## src/ypvm_pkg.sv

```systemverilog
// ----------------------------------------------------------------------------
// ypvm_pkg
// types, constants and tables of the yaw/pitch view matrix block
// ----------------------------------------------------------------------------
package ypvm_pkg;

  // cordic iteration count and arctangent table length
  localparam int CORDIC_STEPS = 16;
  localparam int TAB_LEN      = 24;
  localparam int NSTEP        = (CORDIC_STEPS > TAB_LEN) ? TAB_LEN : CORDIC_STEPS;
  localparam int STEP_W       = $clog2(TAB_LEN + 1);

  // field widths
  localparam int YAW_W   = 25;
  localparam int PIT_W   = 24;
  localparam int ZOOM_W  = 15;
  localparam int EYE_W   = 24;
  localparam int SENS_W  = 16;
  localparam int OFS_W   = 12;
  localparam int STEPZ_W = 8;
  localparam int COL_W   = 16;
  localparam int TRN_W   = 26;
  localparam int PROD_W  = OFS_W + SENS_W + 1;
  localparam int SUM_W   = 30;
  localparam int CX_W    = 34;
  localparam int CZ_W    = 26;
  localparam int MUL_W   = COL_W + EYE_W;
  localparam int ACC_W   = 42;
  localparam int DOT_W   = ACC_W - 14;

  // register indexes
  localparam logic [1:0] REG_EYE_X = 2'd0;
  localparam logic [1:0] REG_EYE_Y = 2'd1;
  localparam logic [1:0] REG_EYE_Z = 2'd2;
  localparam logic [1:0] REG_SENS  = 2'd3;

  // operation codes
  localparam logic OP_LOOK = 1'b0;
  localparam logic OP_ZOOM = 1'b1;

  // angle constants in Q.16 degrees
  localparam logic signed [SUM_W-1:0] DEG180_S   = 30'sd11796480;
  localparam logic signed [SUM_W-1:0] NDEG180_S  = -30'sd11796480;
  localparam logic signed [SUM_W-1:0] DEG360_S   = 30'sd23592960;
  localparam logic signed [SUM_W-1:0] PITCH_MAX  = 30'sd5898239;
  localparam logic signed [SUM_W-1:0] PITCH_MIN  = -30'sd5898239;
  localparam logic signed [CZ_W-1:0]  DEG90_Z    = 26'sd5898240;
  localparam logic signed [CZ_W-1:0]  NDEG90_Z   = -26'sd5898240;
  localparam logic signed [CZ_W-1:0]  DEG180_Z   = 26'sd11796480;

  // zoom limits in Q7.8
  localparam logic [ZOOM_W-1:0] ZOOM_MIN = 15'd256;
  localparam logic [ZOOM_W-1:0] ZOOM_MAX = 15'd23039;

  // reset values
  localparam logic signed [YAW_W-1:0] YAW_RST  = -25'sd5898240;
  localparam logic [ZOOM_W-1:0]       ZOOM_RST = 15'd11520;
  localparam logic signed [EYE_W-1:0] EYEZ_RST = 24'sd51200;
  localparam logic [SENS_W-1:0]       SENS_RST = 16'd6554;

  // cordic gain in Q2.30
  localparam logic signed [CX_W-1:0] GAIN_Q30 = 34'sd652032874;

  // camera angles handed from front to back
  typedef struct packed {
    logic signed [YAW_W-1:0] yaw;
    logic signed [PIT_W-1:0] pitch;
    logic [ZOOM_W-1:0]       zoom;
  } ypvm_view_t;

  // queue status seen by both sides
  typedef struct packed {
    logic full;
    logic empty;
  } ypvm_q_stat_t;

  typedef enum logic [2:0] {F_IDLE, F_ADD, F_WRAP, F_PUSH} front_state_t;
  typedef enum logic [2:0] {B_IDLE, B_ROT, B_MUL, B_DOT, B_OUT} back_state_t;

  // arctangent of 2^-i in Q.16 degrees
  function automatic logic [21:0] atan_q16(input logic [STEP_W-1:0] i);
    logic [21:0] v;
    unique case (i)
      5'd0:  v = 22'd2949120;
      5'd1:  v = 22'd1740967;
      5'd2:  v = 22'd919879;
      5'd3:  v = 22'd466945;
      5'd4:  v = 22'd234379;
      5'd5:  v = 22'd117304;
      5'd6:  v = 22'd58666;
      5'd7:  v = 22'd29335;
      5'd8:  v = 22'd14668;
      5'd9:  v = 22'd7334;
      5'd10: v = 22'd3667;
      5'd11: v = 22'd1833;
      5'd12: v = 22'd917;
      5'd13: v = 22'd458;
      5'd14: v = 22'd229;
      5'd15: v = 22'd115;
      5'd16: v = 22'd57;
      5'd17: v = 22'd29;
      5'd18: v = 22'd14;
      5'd19: v = 22'd7;
      5'd20: v = 22'd4;
      5'd21: v = 22'd2;
      5'd22: v = 22'd1;
      default: v = 22'd0;
    endcase
    return v;
  endfunction

endpackage

```

## src/ypvm_if.sv

```systemverilog
// ----------------------------------------------------------------------------
// ypvm_in_if / ypvm_out_if
// valid/ready channels for events and view matrix rows
// ----------------------------------------------------------------------------
interface ypvm_in_if;
  logic              valid;
  logic              ready;
  logic              op;
  logic signed [11:0] x_offset;
  logic signed [11:0] y_offset;
  logic signed [7:0]  zoom_step;

  modport source (output valid, op, x_offset, y_offset, zoom_step, input ready);
  modport sink   (input valid, op, x_offset, y_offset, zoom_step, output ready);
endinterface

interface ypvm_out_if;
  logic               valid;
  logic               ready;
  logic [1:0]         row;
  logic signed [15:0] col0;
  logic signed [15:0] col1;
  logic signed [15:0] col2;
  logic signed [25:0] translation;
  logic [14:0]        zoom_angle;
  logic               last;

  modport source (output valid, row, col0, col1, col2, translation, zoom_angle, last,
                  input ready);
  modport sink   (input valid, row, col0, col1, col2, translation, zoom_angle, last,
                  output ready);
endinterface

```

## src/ypvm_front.sv

```systemverilog
// ----------------------------------------------------------------------------
// ypvm_front
// takes events, updates yaw, pitch and zoom, queues the new camera angles
// ----------------------------------------------------------------------------
module ypvm_front (
  input  logic                     clk,
  input  logic                     rst_n,
  ypvm_in_if.sink                  in_itf,
  input  logic [15:0]              sens,
  input  ypvm_pkg::ypvm_q_stat_t   q_stat,
  output logic                     push,
  output ypvm_pkg::ypvm_view_t     push_data
);
  import ypvm_pkg::*;

  front_state_t               state_r, state_nxt;
  logic signed [YAW_W-1:0]    yaw_r, yaw_nxt;
  logic signed [PIT_W-1:0]    pitch_r, pitch_nxt;
  logic [ZOOM_W-1:0]          zoom_r, zoom_nxt;
  logic signed [PROD_W-1:0]   px_r, px_nxt, py_r, py_nxt;
  logic signed [SUM_W-1:0]    t_r, t_nxt;

  logic signed [PROD_W-1:0]   px_prod, py_prod;
  logic signed [SUM_W-1:0]    p_sum;
  logic signed [17:0]         z_sum;
  logic signed [17:0]         z_clip;

  // mouse offsets scaled by sensitivity
  assign px_prod = in_itf.x_offset * $signed({1'b0, sens});
  assign py_prod = in_itf.y_offset * $signed({1'b0, sens});
  assign p_sum   = SUM_W'(pitch_r) + SUM_W'(py_r);

  // zoom step in whole degrees, applied only inside the legal range
  always_comb begin
    if (zoom_r >= ZOOM_MIN && zoom_r <= ZOOM_MAX) begin
      z_sum = $signed({3'b000, zoom_r}) - (18'(in_itf.zoom_step) <<< 8);
    end else begin
      z_sum = $signed({3'b000, zoom_r});
    end
    if (z_sum < $signed({3'b000, ZOOM_MIN})) begin
      z_clip = $signed({3'b000, ZOOM_MIN});
    end else if (z_sum > $signed({3'b000, ZOOM_MAX})) begin
      z_clip = $signed({3'b000, ZOOM_MAX});
    end else begin
      z_clip = z_sum;
    end
  end

  assign in_itf.ready = (state_r == F_IDLE);
  assign push_data    = '{yaw: yaw_r, pitch: pitch_r, zoom: zoom_r};

  // next state and datapath
  always_comb begin
    state_nxt = state_r;
    yaw_nxt   = yaw_r;
    pitch_nxt = pitch_r;
    zoom_nxt  = zoom_r;
    px_nxt    = px_r;
    py_nxt    = py_r;
    t_nxt     = t_r;
    push      = 1'b0;
    unique case (state_r)
      F_IDLE: begin
        if (in_itf.valid) begin
          if (in_itf.op == OP_ZOOM) begin
            zoom_nxt  = ZOOM_W'(z_clip);
            state_nxt = F_PUSH;
          end else begin
            px_nxt    = px_prod;
            py_nxt    = py_prod;
            state_nxt = F_ADD;
          end
        end
      end
      F_ADD: begin
        t_nxt = SUM_W'(yaw_r) + SUM_W'(px_r) + DEG180_S - DEG180_S;
        if (p_sum > PITCH_MAX) begin
          pitch_nxt = PIT_W'(PITCH_MAX);
        end else if (p_sum < PITCH_MIN) begin
          pitch_nxt = PIT_W'(PITCH_MIN);
        end else begin
          pitch_nxt = PIT_W'(p_sum);
        end
        state_nxt = F_WRAP;
      end
      F_WRAP: begin
        // one turn per cycle until yaw lies in [-180, 180)
        if (t_r >= DEG180_S) begin
          t_nxt = t_r - DEG360_S;
        end else if (t_r < NDEG180_S) begin
          t_nxt = t_r + DEG360_S;
        end else begin
          yaw_nxt   = YAW_W'(t_r);
          state_nxt = F_PUSH;
        end
      end
      F_PUSH: begin
        if (!q_stat.full) begin
          push      = 1'b1;
          state_nxt = F_IDLE;
        end
      end
      default: state_nxt = F_IDLE;
    endcase
  end

  always_ff @(posedge clk) begin
    if (!rst_n) begin
      state_r <= F_IDLE;
      yaw_r   <= YAW_RST;
      pitch_r <= '0;
      zoom_r  <= ZOOM_RST;
    end else begin
      state_r <= state_nxt;
      yaw_r   <= yaw_nxt;
      pitch_r <= pitch_nxt;
      zoom_r  <= zoom_nxt;
    end
  end

  always_ff @(posedge clk) begin
    px_r <= px_nxt;
    py_r <= py_nxt;
    t_r  <= t_nxt;
  end

endmodule

```

## src/ypvm_queue.sv

```systemverilog
// ----------------------------------------------------------------------------
// ypvm_queue
// two-entry queue of camera angles between front and back
// ----------------------------------------------------------------------------
module ypvm_queue (
  input  logic                     clk,
  input  logic                     rst_n,
  input  logic                     push,
  input  ypvm_pkg::ypvm_view_t     push_data,
  input  logic                     pop,
  output ypvm_pkg::ypvm_view_t     pop_data,
  output ypvm_pkg::ypvm_q_stat_t   q_stat
);
  import ypvm_pkg::*;

  localparam int QDEPTH = 2;
  localparam int QPTR_W = $clog2(QDEPTH);

  ypvm_view_t         mem_r [QDEPTH];
  logic [QPTR_W-1:0]  wptr_r, rptr_r;
  logic [QPTR_W:0]    cnt_r, cnt_nxt;

  assign q_stat.full  = (cnt_r == (QPTR_W+1)'(QDEPTH));
  assign q_stat.empty = (cnt_r == '0);
  assign pop_data     = mem_r[rptr_r];

  always_comb begin
    cnt_nxt = cnt_r;
    if (push && !pop) begin
      cnt_nxt = cnt_r + 1'b1;
    end else if (pop && !push) begin
      cnt_nxt = cnt_r - 1'b1;
    end
  end

  // pointers and fill count
  always_ff @(posedge clk) begin
    if (!rst_n) begin
      wptr_r <= '0;
      rptr_r <= '0;
      cnt_r  <= '0;
    end else begin
      cnt_r <= cnt_nxt;
      if (push) begin
        wptr_r <= wptr_r + 1'b1;
      end
      if (pop) begin
        rptr_r <= rptr_r + 1'b1;
      end
    end
  end

  // storage
  always_ff @(posedge clk) begin
    if (push) begin
      mem_r[wptr_r] <= push_data;
    end
  end

endmodule

```

## src/ypvm_back.sv

```systemverilog
// ----------------------------------------------------------------------------
// ypvm_back
// cordic sin/cos, shared multiplier and row output of the view matrix
// ----------------------------------------------------------------------------
module ypvm_back (
  input  logic                     clk,
  input  logic                     rst_n,
  input  ypvm_pkg::ypvm_q_stat_t   q_stat,
  input  ypvm_pkg::ypvm_view_t     pop_data,
  output logic                     pop,
  input  logic signed [23:0]       eye_x,
  input  logic signed [23:0]       eye_y,
  input  logic signed [23:0]       eye_z,
  ypvm_out_if.source               out_itf
);
  import ypvm_pkg::*;

  back_state_t               state_r, state_nxt;
  logic                      sel_r, sel_nxt;
  logic signed [PIT_W-1:0]   pit_r, pit_nxt;
  logic [ZOOM_W-1:0]         zoom_r, zoom_nxt;
  logic signed [CX_W-1:0]    rx_r, rx_nxt, ry_r, ry_nxt;
  logic signed [CZ_W-1:0]    rz_r, rz_nxt;
  logic                      neg_r, neg_nxt;
  logic [STEP_W-1:0]         it_r, it_nxt;
  logic signed [COL_W-1:0]   sin_y_r, sin_y_nxt, cos_y_r, cos_y_nxt;
  logic signed [COL_W-1:0]   sin_p_r, sin_p_nxt, cos_p_r, cos_p_nxt;
  logic signed [COL_W-1:0]   fx_r, fx_nxt, fz_r, fz_nxt, ux_r, ux_nxt, uz_r, uz_nxt;
  logic [1:0]                cnt_r, cnt_nxt, row_r, row_nxt;
  logic signed [ACC_W-1:0]   acc_r, acc_nxt;

  logic                      ov_r, ov_nxt;
  logic [1:0]                o_row_r, o_row_nxt;
  logic signed [COL_W-1:0]   o_c0_r, o_c0_nxt, o_c1_r, o_c1_nxt, o_c2_r, o_c2_nxt;
  logic signed [TRN_W-1:0]   o_tr_r, o_tr_nxt;
  logic [ZOOM_W-1:0]         o_zm_r, o_zm_nxt;
  logic                      o_last_r, o_last_nxt;

  logic signed [CZ_W-1:0]    ld_ang, ld_z;
  logic                      ld_neg;
  logic signed [CX_W-1:0]    dx, dy, xr, yr;
  logic signed [CZ_W-1:0]    atan_s;
  logic signed [COL_W-1:0]   xq, yq;
  logic signed [COL_W-1:0]   mul_a;
  logic signed [EYE_W-1:0]   mul_b;
  logic signed [MUL_W-1:0]   prod, prod_rnd;
  logic signed [COL_W-1:0]   m14;
  logic signed [COL_W-1:0]   coef;
  logic signed [EYE_W-1:0]   eye_sel;
  logic signed [DOT_W-1:0]   dot, dot_s;
  logic signed [TRN_W-1:0]   trn;
  logic                      out_free;

  // angle to rotate: yaw from the queue, or the held pitch
  assign ld_ang = (state_r == B_IDLE) ? CZ_W'(pop_data.yaw) : CZ_W'(pit_r);

  // fold angles beyond +-90 degrees by a half turn
  always_comb begin
    ld_neg = 1'b0;
    ld_z   = ld_ang;
    if (ld_ang > DEG90_Z) begin
      ld_z   = ld_ang - DEG180_Z;
      ld_neg = 1'b1;
    end else if (ld_ang < NDEG90_Z) begin
      ld_z   = ld_ang + DEG180_Z;
      ld_neg = 1'b1;
    end
  end

  // one cordic micro-rotation
  assign dx     = ry_r >>> it_r;
  assign dy     = rx_r >>> it_r;
  assign atan_s = $signed({{(CZ_W-22){1'b0}}, atan_q16(it_r)});

  // round the cordic outputs to Q1.14 and clamp to +-1.0
  assign xr = (rx_r + CX_W'(32768)) >>> 16;
  assign yr = (ry_r + CX_W'(32768)) >>> 16;
  always_comb begin
    if (xr > CX_W'(16384)) begin
      xq = 16'sd16384;
    end else if (xr < -CX_W'(16384)) begin
      xq = -16'sd16384;
    end else begin
      xq = COL_W'(xr);
    end
    if (yr > CX_W'(16384)) begin
      yq = 16'sd16384;
    end else if (yr < -CX_W'(16384)) begin
      yq = -16'sd16384;
    end else begin
      yq = COL_W'(yr);
    end
    if (neg_r) begin
      xq = -xq;
      yq = -yq;
    end
  end

  // dot-product coefficient and eye component for this row and term
  always_comb begin
    coef = '0;
    unique case (row_r)
      2'd0: begin
        unique case (cnt_r)
          2'd0:    coef = -sin_y_r;
          2'd2:    coef = cos_y_r;
          default: coef = '0;
        endcase
      end
      2'd1: begin
        unique case (cnt_r)
          2'd0:    coef = ux_r;
          2'd1:    coef = cos_p_r;
          default: coef = uz_r;
        endcase
      end
      default: begin
        unique case (cnt_r)
          2'd0:    coef = fx_r;
          2'd1:    coef = sin_p_r;
          default: coef = fz_r;
        endcase
      end
    endcase
    unique case (cnt_r)
      2'd0:    eye_sel = eye_x;
      2'd1:    eye_sel = eye_y;
      default: eye_sel = eye_z;
    endcase
  end

  // shared multiplier: Q1.14 products, then dot-product terms
  always_comb begin
    if (state_r == B_MUL) begin
      unique case (cnt_r)
        2'd0: begin mul_a = cos_p_r; mul_b = EYE_W'(cos_y_r); end
        2'd1: begin mul_a = cos_p_r; mul_b = EYE_W'(sin_y_r); end
        2'd2: begin mul_a = cos_y_r; mul_b = EYE_W'(sin_p_r); end
        default: begin mul_a = sin_y_r; mul_b = EYE_W'(sin_p_r); end
      endcase
    end else begin
      mul_a = coef;
      mul_b = eye_sel;
    end
  end
  assign prod     = mul_a * mul_b;
  assign prod_rnd = (prod + MUL_W'(8192)) >>> 14;
  assign m14      = COL_W'(prod_rnd);

  // translation: round to Q.8, sign by row, saturate
  assign dot   = DOT_W'((acc_r + ACC_W'(8192)) >>> 14);
  assign dot_s = (row_r == 2'd2) ? dot : -dot;
  always_comb begin
    if (dot_s > DOT_W'(33554431)) begin
      trn = 26'sd33554431;
    end else if (dot_s < -DOT_W'(33554432)) begin
      trn = -26'sd33554432;
    end else begin
      trn = TRN_W'(dot_s);
    end
  end

  assign out_free = !ov_r || out_itf.ready;

  // sequencer
  always_comb begin
    state_nxt  = state_r;
    sel_nxt    = sel_r;
    pit_nxt    = pit_r;
    zoom_nxt   = zoom_r;
    rx_nxt     = rx_r;
    ry_nxt     = ry_r;
    rz_nxt     = rz_r;
    neg_nxt    = neg_r;
    it_nxt     = it_r;
    sin_y_nxt  = sin_y_r;
    cos_y_nxt  = cos_y_r;
    sin_p_nxt  = sin_p_r;
    cos_p_nxt  = cos_p_r;
    fx_nxt     = fx_r;
    fz_nxt     = fz_r;
    ux_nxt     = ux_r;
    uz_nxt     = uz_r;
    cnt_nxt    = cnt_r;
    row_nxt    = row_r;
    acc_nxt    = acc_r;
    pop        = 1'b0;
    ov_nxt     = ov_r && !out_itf.ready;
    o_row_nxt  = o_row_r;
    o_c0_nxt   = o_c0_r;
    o_c1_nxt   = o_c1_r;
    o_c2_nxt   = o_c2_r;
    o_tr_nxt   = o_tr_r;
    o_zm_nxt   = o_zm_r;
    o_last_nxt = o_last_r;
    unique case (state_r)
      B_IDLE: begin
        if (!q_stat.empty) begin
          pop       = 1'b1;
          pit_nxt   = pop_data.pitch;
          zoom_nxt  = pop_data.zoom;
          sel_nxt   = 1'b0;
          rx_nxt    = GAIN_Q30;
          ry_nxt    = '0;
          rz_nxt    = ld_z;
          neg_nxt   = ld_neg;
          it_nxt    = '0;
          state_nxt = B_ROT;
        end
      end
      B_ROT: begin
        if (it_r == STEP_W'(NSTEP)) begin
          if (!sel_r) begin
            sin_y_nxt = yq;
            cos_y_nxt = xq;
            sel_nxt   = 1'b1;
            rx_nxt    = GAIN_Q30;
            ry_nxt    = '0;
            rz_nxt    = ld_z;
            neg_nxt   = ld_neg;
            it_nxt    = '0;
          end else begin
            sin_p_nxt = yq;
            cos_p_nxt = xq;
            cnt_nxt   = '0;
            state_nxt = B_MUL;
          end
        end else begin
          if (!rz_r[CZ_W-1]) begin
            rx_nxt = rx_r - dx;
            ry_nxt = ry_r + dy;
            rz_nxt = rz_r - atan_s;
          end else begin
            rx_nxt = rx_r + dx;
            ry_nxt = ry_r - dy;
            rz_nxt = rz_r + atan_s;
          end
          it_nxt = it_r + 1'b1;
        end
      end
      B_MUL: begin
        unique case (cnt_r)
          2'd0:    fx_nxt = m14;
          2'd1:    fz_nxt = m14;
          2'd2:    ux_nxt = -m14;
          default: uz_nxt = -m14;
        endcase
        cnt_nxt = cnt_r + 1'b1;
        if (cnt_r == 2'd3) begin
          cnt_nxt   = '0;
          row_nxt   = '0;
          acc_nxt   = '0;
          state_nxt = B_DOT;
        end
      end
      B_DOT: begin
        acc_nxt = acc_r + ACC_W'(prod);
        cnt_nxt = cnt_r + 1'b1;
        if (cnt_r == 2'd2) begin
          cnt_nxt   = '0;
          state_nxt = B_OUT;
        end
      end
      B_OUT: begin
        if (out_free) begin
          ov_nxt     = 1'b1;
          o_row_nxt  = row_r;
          o_tr_nxt   = trn;
          o_zm_nxt   = zoom_r;
          o_last_nxt = (row_r == 2'd2);
          unique case (row_r)
            2'd0: begin
              o_c0_nxt = -sin_y_r;
              o_c1_nxt = '0;
              o_c2_nxt = cos_y_r;
            end
            2'd1: begin
              o_c0_nxt = ux_r;
              o_c1_nxt = cos_p_r;
              o_c2_nxt = uz_r;
            end
            default: begin
              o_c0_nxt = -fx_r;
              o_c1_nxt = -sin_p_r;
              o_c2_nxt = -fz_r;
            end
          endcase
          acc_nxt = '0;
          if (row_r == 2'd2) begin
            state_nxt = B_IDLE;
          end else begin
            row_nxt   = row_r + 1'b1;
            state_nxt = B_DOT;
          end
        end
      end
      default: state_nxt = B_IDLE;
    endcase
  end

  // control registers
  always_ff @(posedge clk) begin
    if (!rst_n) begin
      state_r <= B_IDLE;
      ov_r    <= 1'b0;
      sel_r   <= 1'b0;
      it_r    <= '0;
      cnt_r   <= '0;
      row_r   <= '0;
    end else begin
      state_r <= state_nxt;
      ov_r    <= ov_nxt;
      sel_r   <= sel_nxt;
      it_r    <= it_nxt;
      cnt_r   <= cnt_nxt;
      row_r   <= row_nxt;
    end
  end

  // datapath registers
  always_ff @(posedge clk) begin
    pit_r    <= pit_nxt;
    zoom_r   <= zoom_nxt;
    rx_r     <= rx_nxt;
    ry_r     <= ry_nxt;
    rz_r     <= rz_nxt;
    neg_r    <= neg_nxt;
    sin_y_r  <= sin_y_nxt;
    cos_y_r  <= cos_y_nxt;
    sin_p_r  <= sin_p_nxt;
    cos_p_r  <= cos_p_nxt;
    fx_r     <= fx_nxt;
    fz_r     <= fz_nxt;
    ux_r     <= ux_nxt;
    uz_r     <= uz_nxt;
    acc_r    <= acc_nxt;
    o_row_r  <= o_row_nxt;
    o_c0_r   <= o_c0_nxt;
    o_c1_r   <= o_c1_nxt;
    o_c2_r   <= o_c2_nxt;
    o_tr_r   <= o_tr_nxt;
    o_zm_r   <= o_zm_nxt;
    o_last_r <= o_last_nxt;
  end

  assign out_itf.valid       = ov_r;
  assign out_itf.row         = o_row_r;
  assign out_itf.col0        = o_c0_r;
  assign out_itf.col1        = o_c1_r;
  assign out_itf.col2        = o_c2_r;
  assign out_itf.translation = o_tr_r;
  assign out_itf.zoom_angle  = o_zm_r;
  assign out_itf.last        = o_last_r;

endmodule

```

## src/yaw_pitch_view_matrix.sv

```systemverilog
// ----------------------------------------------------------------------------
// yaw_pitch_view_matrix
// euler-angle camera producing look-at view matrix rows
// ----------------------------------------------------------------------------
// Each look or zoom event yields three row transfers (rows 0, 1, 2, last on
// row 2). The front passes a zoom through its idle and push states, a look
// also through its add and wrap states, the wrap removing one full turn at a
// time, and hands the angles through a two-entry queue. The back works on
// one event at a time with its single iterative CORDIC unit, used for yaw
// and then pitch, and its one shared 16x24 multiplier. Eye and sensitivity
// writes apply to events that follow them.
module yaw_pitch_view_matrix (
  input  logic         clk,
  input  logic         rst_n,
  ypvm_in_if.sink      in_itf,
  ypvm_out_if.source   out_itf,
  input  logic         cfg_we,
  input  logic [1:0]   cfg_idx,
  input  logic [23:0]  cfg_wdata
);
  import ypvm_pkg::*;

  logic signed [EYE_W-1:0] eye_x_r, eye_y_r, eye_z_r;
  logic [SENS_W-1:0]       sens_r;
  ypvm_q_stat_t            q_stat;
  ypvm_view_t              push_data, pop_data;
  logic                    push, pop;

  // configuration registers
  always_ff @(posedge clk) begin
    if (!rst_n) begin
      eye_x_r <= '0;
      eye_y_r <= '0;
      eye_z_r <= EYEZ_RST;
      sens_r  <= SENS_RST;
    end else if (cfg_we) begin
      unique case (cfg_idx)
        REG_EYE_X: eye_x_r <= cfg_wdata;
        REG_EYE_Y: eye_y_r <= cfg_wdata;
        REG_EYE_Z: eye_z_r <= cfg_wdata;
        REG_SENS:  sens_r  <= cfg_wdata[SENS_W-1:0];
        default:   ;
      endcase
    end
  end

  ypvm_front u_front (
    .clk       (clk),
    .rst_n     (rst_n),
    .in_itf    (in_itf),
    .sens      (sens_r),
    .q_stat    (q_stat),
    .push      (push),
    .push_data (push_data)
  );

  ypvm_queue u_queue (
    .clk       (clk),
    .rst_n     (rst_n),
    .push      (push),
    .push_data (push_data),
    .pop       (pop),
    .pop_data  (pop_data),
    .q_stat    (q_stat)
  );

  ypvm_back u_back (
    .clk      (clk),
    .rst_n    (rst_n),
    .q_stat   (q_stat),
    .pop_data (pop_data),
    .pop      (pop),
    .eye_x    (eye_x_r),
    .eye_y    (eye_y_r),
    .eye_z    (eye_z_r),
    .out_itf  (out_itf)
  );

endmodule

```

## src/flat_wrapper.sv

```systemverilog
// flat-port wrapper written by rule: the top's interface ports become plain ports
module yaw_pitch_view_matrix_flat import ypvm_pkg::*;
  (clk, rst_n, cfg_we, cfg_idx, cfg_wdata, in_itf_valid, in_itf_op, in_itf_x_offset, in_itf_y_offset, in_itf_zoom_step, in_itf_ready, out_itf_valid, out_itf_row, out_itf_col0, out_itf_col1, out_itf_col2, out_itf_translation, out_itf_zoom_angle, out_itf_last, out_itf_ready);
  ypvm_in_if in_itf_i ();
  ypvm_out_if out_itf_i ();
  input  logic clk;
  input  logic rst_n;
  input  logic cfg_we;
  input  logic [1:0] cfg_idx;
  input  logic [23:0] cfg_wdata;
  input wire logic [$bits(in_itf_i.valid)-1:0] in_itf_valid;
  input wire logic [$bits(in_itf_i.op)-1:0] in_itf_op;
  input wire logic [$bits(in_itf_i.x_offset)-1:0] in_itf_x_offset;
  input wire logic [$bits(in_itf_i.y_offset)-1:0] in_itf_y_offset;
  input wire logic [$bits(in_itf_i.zoom_step)-1:0] in_itf_zoom_step;
  output wire logic [$bits(in_itf_i.ready)-1:0] in_itf_ready;
  output wire logic [$bits(out_itf_i.valid)-1:0] out_itf_valid;
  output wire logic [$bits(out_itf_i.row)-1:0] out_itf_row;
  output wire logic [$bits(out_itf_i.col0)-1:0] out_itf_col0;
  output wire logic [$bits(out_itf_i.col1)-1:0] out_itf_col1;
  output wire logic [$bits(out_itf_i.col2)-1:0] out_itf_col2;
  output wire logic [$bits(out_itf_i.translation)-1:0] out_itf_translation;
  output wire logic [$bits(out_itf_i.zoom_angle)-1:0] out_itf_zoom_angle;
  output wire logic [$bits(out_itf_i.last)-1:0] out_itf_last;
  input wire logic [$bits(out_itf_i.ready)-1:0] out_itf_ready;
  assign in_itf_i.valid = in_itf_valid;
  assign in_itf_i.op = in_itf_op;
  assign in_itf_i.x_offset = in_itf_x_offset;
  assign in_itf_i.y_offset = in_itf_y_offset;
  assign in_itf_i.zoom_step = in_itf_zoom_step;
  assign in_itf_ready = in_itf_i.ready;
  assign out_itf_valid = out_itf_i.valid;
  assign out_itf_row = out_itf_i.row;
  assign out_itf_col0 = out_itf_i.col0;
  assign out_itf_col1 = out_itf_i.col1;
  assign out_itf_col2 = out_itf_i.col2;
  assign out_itf_translation = out_itf_i.translation;
  assign out_itf_zoom_angle = out_itf_i.zoom_angle;
  assign out_itf_last = out_itf_i.last;
  assign out_itf_i.ready = out_itf_ready;
  yaw_pitch_view_matrix u_core (.clk(clk), .rst_n(rst_n), .in_itf(in_itf_i), .out_itf(out_itf_i), .cfg_we(cfg_we), .cfg_idx(cfg_idx), .cfg_wdata(cfg_wdata));
endmodule
```

## config.mk

```make
export PLATFORM = sky130hd
export DESIGN_NAME = yaw_pitch_view_matrix_flat
export DESIGN_NICKNAME = d
export VERILOG_FILES = /design/src/ypvm_pkg.sv /design/src/ypvm_if.sv /design/src/ypvm_front.sv /design/src/ypvm_queue.sv /design/src/ypvm_back.sv /design/src/yaw_pitch_view_matrix.sv /design/src/flat_wrapper.sv
export SDC_FILE = /design/constraint.sdc
export NUM_CORES = 2
export LEC_CHECK = 0
export BUFFER_PORTS_ARGS = -buffer_cell sky130_fd_sc_hd__buf_2
export CAP_MARGIN = 30
export CORE_ASPECT_RATIO = 0.9
export CORE_MARGIN = 4
export CORE_UTILIZATION = 70
export CTS_CLUSTER_DIAMETER = 200
export DETAILED_ROUTE_END_ITERATION = 16
export GPL_TIMING_DRIVEN = 0
export PLACE_DENSITY = 0.93
export SLEW_MARGIN = 40
export SYNTH_ARGS = -nofsm -noshare
export SYNTH_HDL_FRONTEND = slang
export SYNTH_SLANG_ARGS = --single-unit
```

## constraint.sdc

```tcl
create_clock -name clk -period 20.3 [get_ports clk]
set_input_delay 1.015 -clock clk [delete_from_list [all_inputs] [get_ports clk]]
set_output_delay 1.015 -clock clk [all_outputs]
set_load 0.1 [all_outputs]
```

==> flow_summary.yaml <==
logic_synthesis:
  synth_edf_count: 584
  synthesis.nets: 9614
  ys_top_cells_by_area: "edfxtp_1 (23%), fa_1 (17%), ha_1 (8.4%)"
  synthArstFlopShare: 0
  yosysTopAreaCellShare: 0.227
  synth.yosys.warnings: 0
  ys_seq_area_frac: 0.276
  synth.ff_latch_count: 772
  yosysUniqueCellTypes: 88
  synth_area_mm2: 0.0771
  synthFlopType: "edfxtp_1"
  syn_inst: 8369
  syn_avg_cell_area_um2: 9.21
  synth_top_cell_by_area: "edfxtp_1"
  synth_most_common_cell: "nand2_1"
  synth_common_cells: "nand2_1 (1,153), inv_1 (928), fa_1 (665)"
clocking:
  ctsResizeCount: 0
  cts-root-buf: "clkbuf_16"
  cts_tree: "built"
  postCtsHoldBufs: 0
  clock_path_buffers: 3
  post_cts_buffers: 0
  clk_latency_ps: 740
  cts_max_level: 3
  clock_sinks: 772
  clk_pin_slew_worst_paths_ps: 60
  cts_buffers: 82
setup_path:
  crit_type: "reg2reg"
  critPathCaptureType: "flip-flop"
  r2r_end: "u_core.u_back.acc_r[40]$_SDFFCE_PN0P_"
  crit_top_cell: "inv_1"
  critPathLaunchType: "flip-flop"
  cp_slowest_cell: "clkbuf_1"
  cp-startpoint: "u_core.u_back.cnt_r[0]$_SDFFE_PN0P_"
  r2r_cells: 41
  r2r_slack_ps: 5860
  crit_path_max_incr_delay_ps: 800
  critPathRequiredTime_ps: 20740
  r2r_start: "u_core.u_back.cnt_r[0]$_SDFFE_PN0P_"
  path_max_fanout: 10
  critPathArrivalTime_ps: 14880
grt:
  antenna_found_initial: 11
  grt_pass1_vias: 67500
  grt_usage: 0.449
  grt_pass1_wl_mm: 395
  grt_max_degree: 62
  grt_overflow: 0
routing:
  drt.antenna.violating_nets: 0
  vias: 68300
  wl_per_cell_um: 25.7
  wl_mm: 261
  vias_per_cell: 6.72
  detail_route.iter0.violations: 9256
  drc: 0
  drtPass1Iterations: 9
timing:
  finClkSkew_ps: 54.7
  maxSlewViolCount: 0
  fin_crit_ps: 14440
  hold_violations: 0
  fin_crit_sh: 0.711
  rsz0062_at_grt: "false"
  tns_ps: 0
  clock.fmax_mhz: 69.2
  max_slew_margin: 0.320
  finalSetupViolCount: 0
  worst_slew_pin_slew_ps: 1010
floorplan:
  dieWidth_um: 358
  initial_utilization: 0.705
  coreArea_mm2: 0.109
  die_h_um: 323
  row_count: 115
  ioPinCount: 158
  die_area_mm2: 0.116
min_path:
  min-delay-start: "u_core.u_back.zoom_r[8]$_DFFE_PP_"
  whs_endpoint: "u_core.u_back.out_itf.zoom_angle[8]$_DFFE_PP_"
  hold_path.class: "reg2reg"
  min_path_cells: 0
run:
  drv_cap: 0
run_status:
  status: "finished clean"
final_layout:
  area_growth_pct: 8.09
  drive_above_1_share: 0.0732
  final_nets: 9875
place:
  portBuffers: 157
  dp_hpwl_mm: 202
  place.gp.congestion: 1.04
per-layer routing:
metal | GRT usage | share of wire | up-vias
li1 | - | - | 29000
met1 | 0.584 | 0.37 | 32900
met2 | 0.677 | 0.43 | 5250
met3 | 0.161 | 0.14 | 1156
met4 | 0.206 | 0.056 | 10
met5 | 0.00816 | 0.00064 | -
cell usage in the layout (no fill, tap or decap), types with 74 or more instances in the layout:
| cell type | n |
|---|---|
| clkbuf_16 | 84 |
| a31oi_1 | 74 |
| o21ai_0 | 327 |
| a21o_1 | 120 |
| nand2b_1 | 129 |
| a21oi_1 | 406 |
| inv_1 | 926 |
| and2_1 | 182 |
| dfxtp_1 | 188 |
| fa_1 | 665 |
| ha_1 | 515 |
| clkbuf_1 | 336 |
| edfxtp_1 | 584 |
| nand3_1 | 134 |
| xor2_1 | 210 |
| mux4_2 | 84 |
| nor2b_1 | 84 |
| nor2_1 | 581 |
| xnor2_1 | 298 |
| a21boi_0 | 133 |
| nand2_1 | 1153 |
| nor3_1 | 122 |
| buf_2 | 168 |
how the worst max path moves through the flow:
stage	end	slack [ps]
after floorplan	u_core.u_back.acc_r[40]$_SDFFCE_PN0P_	9360
after global placement	u_core.u_back.acc_r[41]$_SDFFCE_PN0P_	5240
after detailed placement	u_core.u_back.acc_r[40]$_SDFFCE_PN0P_	6430
after CTS	u_core.u_back.acc_r[40]$_SDFFCE_PN0P_	6360
after global routing	u_core.u_back.acc_r[41]$_SDFFCE_PN0P_	5330
final	u_core.u_back.acc_r[40]$_SDFFCE_PN0P_	5860
layout make-up:
class	instances	area, um^2
diodes	8	20.0
plain buffers	401	1580
clock buffers	105	2260
clock inverters	47	548
fillers	7327	26000
inverters	932	3510
multi-input cells	6264	51100
flip-flops and latches	772	21300
well taps	1462	1830
repair buffers	177	1150
metrics by stage:
stage	std cells	hold WS [ps]	util	area [um^2]	worst slack, ps
final	10200	426	0.762	83300	5860
after global routing	10200	435	0.762	83300	5330
after CTS	10200	426	0.761	83200	6360
after detailed placement	10000	407	0.735	80400	6430
after global placement	9988	400	0.729	79700	5240
after floorplan	8369	400	-	77100	9360
state kept, by name, summed over array words and instances (netlist names), 25 cells and up, named ones only:
name                               count
u_core.u_back.acc_r                   42
u_core.u_back.rz_r                    26
u_core.u_back.ry_r                    34
u_core.u_front.t_r                    30
u_core.u_queue.mem_r                 114
u_core.u_front.px_r                   29
u_core.u_front.yaw_r                  25
u_core.u_front.py_r                   29
u_core.u_back.out_itf.translation     26
u_core.u_back.rx_r                    34
cells by family after synthesis:
family | synth area share
DFF | 0.276
muxes | 0.0447
buffers and inverters | 0.0656
AOI/OAI and AO/OA | 0.138
adders and majority gates | 0.256
and+or+nand+nor | 0.160
xor gates and xnor gates | 0.0588
critical path, delay by kind of cell (launching register included):
kind                     cells  cell delay [ps]
flip-flops                   1              380
adder cells (fa/ha/maj)      9             4190
multiplexers                 1              130
buffers and inverters       12             3380
AND/OR/NAND/NOR              7             1110
AO/OA/AOI/OAI               12             4940
Power is not shown: default switching activity piles up to over one toggle a cycle in this logic, so the estimate is an artifact.
